File: src/rtl/ptc_pkg.sv
// Package with the step codes and the control and status types of the compensation block.
`timescale 1ns / 1ps
package ptc_pkg;

   localparam int RAW_WIDTH = 20;
   localparam int CSR_WIDTH = 64;
   localparam int CSR_INDEX_WIDTH = 2;
   localparam int STEP_WIDTH = 4;

   localparam logic [CSR_INDEX_WIDTH-1:0] CSR_TEMP_CAL = 2'd0;
   localparam logic [CSR_INDEX_WIDTH-1:0] CSR_PRESS_CAL_A = 2'd1;
   localparam logic [CSR_INDEX_WIDTH-1:0] CSR_PRESS_CAL_B = 2'd2;
   localparam logic [CSR_INDEX_WIDTH-1:0] CSR_PRESS_CAL_C = 2'd3;

   localparam logic [STEP_WIDTH-1:0] STEP_T0 = 4'd0;
   localparam logic [STEP_WIDTH-1:0] STEP_T1 = 4'd1;
   localparam logic [STEP_WIDTH-1:0] STEP_T2 = 4'd2;
   localparam logic [STEP_WIDTH-1:0] STEP_P0 = 4'd3;
   localparam logic [STEP_WIDTH-1:0] STEP_P1 = 4'd4;
   localparam logic [STEP_WIDTH-1:0] STEP_P2 = 4'd5;
   localparam logic [STEP_WIDTH-1:0] STEP_P3 = 4'd6;
   localparam logic [STEP_WIDTH-1:0] STEP_P4 = 4'd7;
   localparam logic [STEP_WIDTH-1:0] STEP_P5 = 4'd8;
   localparam logic [STEP_WIDTH-1:0] STEP_P6 = 4'd9;
   localparam logic [STEP_WIDTH-1:0] STEP_P7 = 4'd10;
   localparam logic [STEP_WIDTH-1:0] STEP_P8 = 4'd11;
   localparam logic [STEP_WIDTH-1:0] STEP_P9 = 4'd12;
   localparam logic [STEP_WIDTH-1:0] STEP_P10 = 4'd13;

   typedef struct packed {
      logic load;
      logic start_mul;
      logic start_div;
      logic write_back;
      logic emit;
      logic [STEP_WIDTH-1:0] step;
   } cmd_type;

   typedef struct packed {
      logic mul_done;
      logic div_done;
      logic den_zero;
      logic out_free;
   } status_type;

endpackage

File: src/rtl/ptc_ctrl.sv
// Controller that steps one sample through the multiply and divide sequence.
`timescale 1ns / 1ps
module ptc_ctrl (
   input  logic                clock,
   input  logic                reset,
   input  logic                req_valid,
   input  logic                req_kind,
   output logic                req_ready,
   input  ptc_pkg::status_type status,
   output ptc_pkg::cmd_type    cmd
);
   import ptc_pkg::*;

   localparam logic [1:0] S_IDLE = 2'd0;
   localparam logic [1:0] S_ISSUE = 2'd1;
   localparam logic [1:0] S_WAIT = 2'd2;
   localparam logic [1:0] S_DONE = 2'd3;

   logic [1:0] state_ff, state_in;
   logic [STEP_WIDTH-1:0] step_ff, step_in;
   logic op_done, last;

   assign op_done = (step_ff == STEP_P7) ? status.div_done : status.mul_done;
   assign last = (step_ff == STEP_T2) || (step_ff == STEP_P10)
                 || (step_ff == STEP_P5 && status.den_zero);
   assign req_ready = (state_ff == S_IDLE);

   always_comb begin
      state_in = state_ff;
      step_in = step_ff;
      cmd = '0;
      cmd.step = step_ff;
      unique case (state_ff)
         S_IDLE: begin
            if (req_valid) begin
               cmd.load = 1'b1;
               step_in = req_kind ? STEP_P0 : STEP_T0;
               state_in = S_ISSUE;
            end
         end
         S_ISSUE: begin
            cmd.start_div = (step_ff == STEP_P7);
            cmd.start_mul = (step_ff != STEP_P7);
            state_in = S_WAIT;
         end
         S_WAIT: begin
            if (op_done) begin
               cmd.write_back = 1'b1;
               if (last) begin
                  state_in = S_DONE;
               end else begin
                  step_in = step_ff + 4'd1;
                  state_in = S_ISSUE;
               end
            end
         end
         S_DONE: begin
            if (status.out_free) begin
               cmd.emit = 1'b1;
               state_in = S_IDLE;
            end
         end
         default: state_in = S_IDLE;
      endcase
   end

   always_ff @(posedge clock) begin
      if (reset) begin
         state_ff <= S_IDLE;
         step_ff <= STEP_T0;
      end else begin
         state_ff <= state_in;
         step_ff <= step_in;
      end
   end
endmodule

File: config.mk
export PLATFORM = sky130hd
export DESIGN_NAME = ptc_ctrl
export DESIGN_NICKNAME = d
export VERILOG_FILES = /design/src/rtl/ptc_pkg.sv /design/src/rtl/ptc_ctrl.sv
export SDC_FILE = /design/constraint.sdc
export NUM_CORES = 1
export LEC_CHECK = 0
export ABC_AREA = 1
export BUFFER_PORTS_ARGS = -buffer_cell sky130_fd_sc_hd__buf_2
export CAP_MARGIN = 20
export CELL_PAD_IN_SITES_DETAIL_PLACEMENT = 2
export CELL_PAD_IN_SITES_GLOBAL_PLACEMENT = 2
export CORE_MARGIN = 1.5
export CORE_UTILIZATION = 22
export DETAILED_ROUTE_END_ITERATION = 10
export PLACE_DENSITY_LB_ADDON = 0.1
export SETUP_SLACK_MARGIN = 0.15
export SLEW_MARGIN = 10
export SYNTH_ARGS = -nofsm -noshare
export SYNTH_HDL_FRONTEND = slang
export SYNTH_SLANG_ARGS = --single-unit
File: constraint.sdc
create_clock -name clock -period 1.4 [get_ports clock]
set_input_delay 0.07 -clock clock [delete_from_list [all_inputs] [get_ports clock]]
set_output_delay 0.07 -clock clock [all_outputs]
set_load 0.01 [all_outputs]
==> impl_results.md, run 1 <==
* Post-DP HPWL at 1.26 mm
* Clock transition at the registers of the reported paths at 60 ps
* Status: completed
* Final nets at 114
* Max Root-Sink Buffers at 2
* Die area at 2630 um2
* Slowest-stage cell, CP: dfxtp_4
* TritonRoute pass-1 iters at 3
* Mapped Nets at 88
* Final wirelength at 1.64 mm
* Most frequent cells in the layout: buf_2 (17), nor2_1 (11), inv_1 (9), nand2_1 (9)
* Sequential cell area fraction in the yosys report at 23.4%
* TNS Setup at 0 ps
* Worst path top cell family by delay: flip-flops
* Synthesized area at 513 um2
* CTS sink cnt at 6
* Total GRT Usage at 14.5%
* WP buf/inv at 2
* Reg2Reg Setup Slack at 60 ps
* Final slew viol count at 0
* Max Cap Viol at 0
* Routability cong. at 0.686
* Rel. slew slack at 79.5%
* H-tree Lvls at 1
* Drt wl/cell at 12.7 um
* Yosys top cell area share at 23.4%
* Post-layout minimum cycle time at 1360 ps
* Largest stage delay on the critical path at 360 ps
* Share of cells above drive strength 1 at 48.5%
* Worst vdd rail ir drop at 0.000569 V
* Vias per cell at 4.44
* Worst Setup End Kind: primary output
* Final-report setup violation count at 0
* Synth cell types at 22
* Largest net degree at the start of global routing at 8
* Die Ht at 51.3 um
* Routed Antenna Nets at 0
* # rows at 17
* Critical path required time at 1330 ps
* Unrepaired setup endpoints after global routing: true
* CP Class: register to primary output
* Final Cycle Share at 96.8%
* Cell chain of the critical path: inv_4, ha_4, nand4_1, a21oi_2, buf_2
* Switch Pwr at 264 uW
* Sw Share at 38.9%
* P_int at 415 uW
* Root Driver: clkbuf_4
* Min-Delay Path Class: input pin to register
* Hold Violations, Final at 0
* Comb pwr share at 40.3%
* Core Region at 2210 um2
* Antenna cells at 0
* Area contributors post-synth: dfxtp_1 (23%), ha_1 (9.8%), nand2_1 (8.0%)
* Hold Buf Count CTS at 0
* Initial Util at 23.2%
* Seq pwr share at 33.0%
* Drt initial violations at 3
* Critical-path maximum fanout at 3
* Non-filler cells, final at 129
* Setup Skew at 8.18 ps
* Initial antenna violation count at 0
* IO Port Bufs at 17
* First-pass GRT wire length at 2.68 mm
* Crit start category: register
* Commonest non-fill, non-tap cell in the layout: buf_2
* Clk Latency, worst-skew pair at 250 ps
* Vias in the first global route at 585
* # DRC at 0
* Vias at 573
* Count of warnings emitted by yosys at 0
* Worst slew pin tran at 307 ps
* Highest clock rate at 738 MHz
* Power Density at 901 nW/um2
* Grt ovf at 0
* Syn Inst Count at 76
* Syn avg cell area at 6.75 um2
* Layout area overhead at 46.8%
* Clock power frac at 26.7%
* Flops & latches, synth at 6
* Placed Instances at 124
* CTS buffer count at 3
* Ports at 18
* Pleak at 0.000394 uW
* Die width at 51.3 um
* Largest area contributor in the netlist: dfxtp_1
* TritonCTS clock tree: built
* Arrival time worst endpoint at 1290 ps
-- cells in the mapped netlist (all sizes together) --
cell type,count
inv,14
nand2,14
nor2,11
nand3,10
dfxtp,6
a21oi,4
ha,4
nor3,3
o21ai,3
clkinv,2
nand4,2
a31oi,1
and3,1
xnor2,1
-- cell type report --
cell class                 instances  area, um2
fill                             278       1460
multi-input combinational         54        375
sequential                         6        130
timing repair buffer              21        115
inverter                          16       71.3
tap                               28       35.0
clock buffer                       4       26.3
-- final timing paths --
kind / from / endpoint / cells past startpoint
worst max-delay path: step_ff[0]$_SDFFE_PP0P_ / cmd[5] / 5
worst min-delay path: reset / state_ff[1]$_SDFFE_PP0P_ / 2
worst max register to register: step_ff[0]$_SDFFE_PP0P_ / step_ff[1]$_SDFFE_PP0P_ / 9
worst min register to register: step_ff[3]$_SDFFE_PP0P_ / step_ff[3]$_SDFFE_PP0P_ / 2
-- power groups by stage --
stage	Sequential (uW)	Clock, uW	Combinational (uW)
2_1_floorplan	230	0	153
3_3_place_gp	227	0	242
3_5_place_dp	229	0	245
4_1_cts	226	190	275
5_1_grt	228	204	312
6_report	224	181	274
-- per-layer routing --
layer / wire [um] / part of all wire [%] / GRT usage [%]
met1: 719 / 44 / 15.0
met3: 65 / 4.0 / 4.39
met2: 834 / 51 / 27.1
met4: 17 / 1.0 / 5.26
met5: 0 / 0 / 0
-- through the flow --
stage	worst slack (ps)	utilization [%]	hold WS (ps)	area (um2)	power, uW
floorplan	155	-	139	533	383
global placement	65.3	30.5	277	676	469
detailed placement	22.9	30.5	273	676	474
CTS	44.0	33.4	12.6	739	690
global route	-49.0	34.0	18.0	753	744
finish	44.2	34.0	18.9	753	679
-- timing repair --
item / 4_1_cts / 5_1_grt
hold endpoints to repair: 0 / 0
setup endpoints to repair: 8 / 9
pin swaps: 3 / 2
setup buffers: 1 / 0
gates resized for setup: 8 / 4
-- flip-flops by register name (all words and copies together), names as in the netlist --
| name | flops |
|---|---|
| step_ff | 4 |
| state_ff | 2 |
-- cell families after synthesis --
kind of cell             after synthesis  synth area share (%)
AND/OR/NAND/NOR                       41                  43.4
buffers and inverters                 16                  12.9
AO/OA/AOI/OAI                          8                  8.78
flip-flops                             6                  23.4
adder cells (fa/ha/maj)                4                  9.76
XOR/XNOR                               1                  1.71
(Power assumes the default switching activity.)
==> inputs of run 2 (changes only) <==
--- a/config.mk
+++ b/config.mk
@@ -5,13 +5,12 @@
 export SDC_FILE = /design/constraint.sdc
 export NUM_CORES = 1
 export LEC_CHECK = 0
-export ABC_AREA = 1
+export ABC_AREA = 0
 export BUFFER_PORTS_ARGS = -buffer_cell sky130_fd_sc_hd__buf_2
 export CAP_MARGIN = 20
 export CELL_PAD_IN_SITES_DETAIL_PLACEMENT = 2
 export CELL_PAD_IN_SITES_GLOBAL_PLACEMENT = 2
-export CORE_MARGIN = 1.5
-export CORE_UTILIZATION = 22
+export CORE_UTILIZATION = 23
 export DETAILED_ROUTE_END_ITERATION = 10
 export PLACE_DENSITY_LB_ADDON = 0.1
 export SETUP_SLACK_MARGIN = 0.15
==> run 2 against run 1 <==
- the flow now finishes with violations (setup timing)
- highest routed layer unchanged
- largest power group unchanged
- clock power up 3%
- synthesized area down 5.1%
- flip-flop and latch count unchanged
- register-to-register slack worse by 270 ps
- core utilization up 13 points
- combinational power up 7.3%
==> impl_results.md, run 2 <==
* Status: complete, but fails checks
* Failing checks: setup timing
* Min Hold Slack at 44.9 ps
* Commonest cells post-synth: dfxtp_1 (6), nand2_1 (6)
* Ys async rst share at 0%
* Sequential cell area fraction in the yosys report at 24.7%
* Drt wl/cell at 18.7 um
* Total GRT Usage at 21.4%
* Clock transition at the registers of the reported paths at 60 ps
* Die area at 2300 um2
* # rows at 16
* Syn avg cell area at 8.39 um2
* CP Class: register to primary output
* Syn Inst Count at 58
* Vias in the first global route at 669
* Crit start category: register
* Routed Antenna Nets at 0
* Share of cells above drive strength 1 at 67.0%
* Min-Delay Path Class: input pin to register
* Filler cell count at 215
* Final wirelength at 2.31 mm
* Max Cap Viol at 0
* Commonest non-fill, non-tap cell in the layout: buf_4
* P_int at 436 uW
* Area contributors post-synth: dfxtp_1 (25%), ha_1 (10%), nand2_1 (4.6%)
* H-tree Lvls at 1
* Flops & latches, synth at 6
* Core Region at 1980 um2
* TNS Setup at -1570 ps
* Critical path required time at 1330 ps
* Arrival time worst endpoint at 1580 ps
* Switch Pwr at 241 uW
* Root Driver: clkbuf_4
* Mapped Nets at 70
* Critical-path maximum fanout at 4
* Largest area contributor in the netlist: dfxtp_1
* Synthesized area at 487 um2
* First-pass GRT wire length at 3.28 mm
* IO Port Bufs at 17
* CTS sink cnt at 6
* Largest register FFs at 4
* Yosys top cell area share at 24.7%
* # DRC at 0
* Vias at 618
* Final nets at 110
* Vias per cell at 4.98
* Final instance area at 932 um2
* Initial antenna violation count at 0
* Sw Share at 35.6%
* Placed inst area at 749 um2
* TritonCTS clock tree: built
* Hold Violations, Final at 0
* Ports at 18
* Final slew viol count at 0
* Final Cycle Share at 118%
* Antenna cells at 0
* Clock power frac at 27.6%
* Synth cell types at 29
* Largest net degree at the start of global routing at 11
* Rel. slew slack at 78.9%
* CTS buffer count at 3
* Most frequent cells in the layout: buf_4 (15), buf_2 (14), buf_6 (8)
* Seq pwr share at 28.9%
* Die width at 48 um
* Worst vdd rail ir drop at 0.000475 V
* Final setup margin at -247 ps
* Worst slew pin tran at 312 ps
* Die Ht at 48 um
* Final-report setup violation count at 9
* Reg2reg path depth at 7
* Top reg by flops: step_ff
* Pleak at 0.000457 uW
* Highest clock rate at 607 MHz
* Drt initial violations at 6
* Post-layout minimum cycle time at 1650 ps
* Setup Skew at 19.6 ps
* Top flop regs: step_ff (4), state_ff (2)
* TritonRoute pass-1 iters at 4
* Grt ovf at 0
* Initial Util at 24.6%
* Max Root-Sink Buffers at 2
* Clk Latency, worst-skew pair at 260 ps
* Count of warnings emitted by yosys at 0
* Layout area overhead at 91.5%
* Unrepaired setup endpoints after global routing: true
* Hold Buf Count CTS at 0
* Routability cong. at 0.657
* Setup WS pre-CTS at -240 ps
* Hold path depth at 2
* Post-DP HPWL at 1.40 mm
* Predominant post-synthesis flop cell: dfxtp_1
* Worst Setup End Kind: primary output
* Post-synth EDFFs at 0
* Power Density at 726 nW/um2
* Comb pwr share at 43.5%
==> run 2: cell families after synthesis <==
logic type / synth area share, %
AOI/OAI and AO/OA: 21.6
adders and majority gates: 10.3
buffers and inverters: 4.63
DFF: 24.7
muxes: 5.14
and+or+nand+nor: 33.7
==> run 2: final timing paths <==
| path | startpoint | end | slack, ps |
|---|---|---|---|
| max | step_ff[0]$_SDFFE_PP0P_ | cmd[5] | -250 |
| max reg2reg | step_ff[0]$_SDFFE_PP0P_ | step_ff[2]$_SDFFE_PP0P_ | -210 |
| min reg2reg | state_ff[0]$_SDFFE_PP0P_ | state_ff[1]$_SDFFE_PP0P_ | 610 |
| min | reset | step_ff[2]$_SDFFE_PP0P_ | 40 |
==> run 2: per-stage QoR <==
stage               utilization (%)  instances  power, uW
floorplan                         -         58        316
global placement               37.8        114        406
detailed placement             37.8        114        413
CTS                            45.3        124        646
global route                   47.0        124        714
finish                         47.0        124        677
==> run 2: power by group through the flow <==
stage,Combinational [uW],Sequential (uW),Clock [uW]
4_1_cts,260,194,192
3_3_place_gp,210,196,0
2_1_floorplan,114,203,0
5_1_grt,314,197,203
3_5_place_dp,217,197,0
6_report,294,196,187
==> run 2: worst max-delay path: stages (launching register included) <==
cell	delay, ps
dfxtp_4	370
inv_4	40
ha_4	160
nand3b_4	90
mux2i_4	290
and2b_2	260
buf_6	120
==> run 2: area by class of cell <==
type,count,area [um2],share of cell area (%)
Clock buffer,4,26.3,2.82
Tap cell,27,33.8,3.62
Sequential cell,6,125,13.4
Inverter,4,17.5,1.88
Timing Repair Buffer,37,273,29.3
Multi-Input combinational cell,46,457,49.0
==> run 2: metal layers <==
metal  track usage (%)  routed length (um)  up-vias
met5                 0                   0        -
met4              3.33                  55        0
met3              5.66                  42        6
met2              39.7                1240       15
met1              24.7                 980      306
li1                  -                   -      291
==> run 2: timing repair <==
| action | CTS | global route |
|---|---|---|
| pin swaps | 9 | 5 |
| gates resized for setup | 17 | 8 |
| setup buffers | 6 | 0 |
| setup endpoints to repair | 10 | 10 |
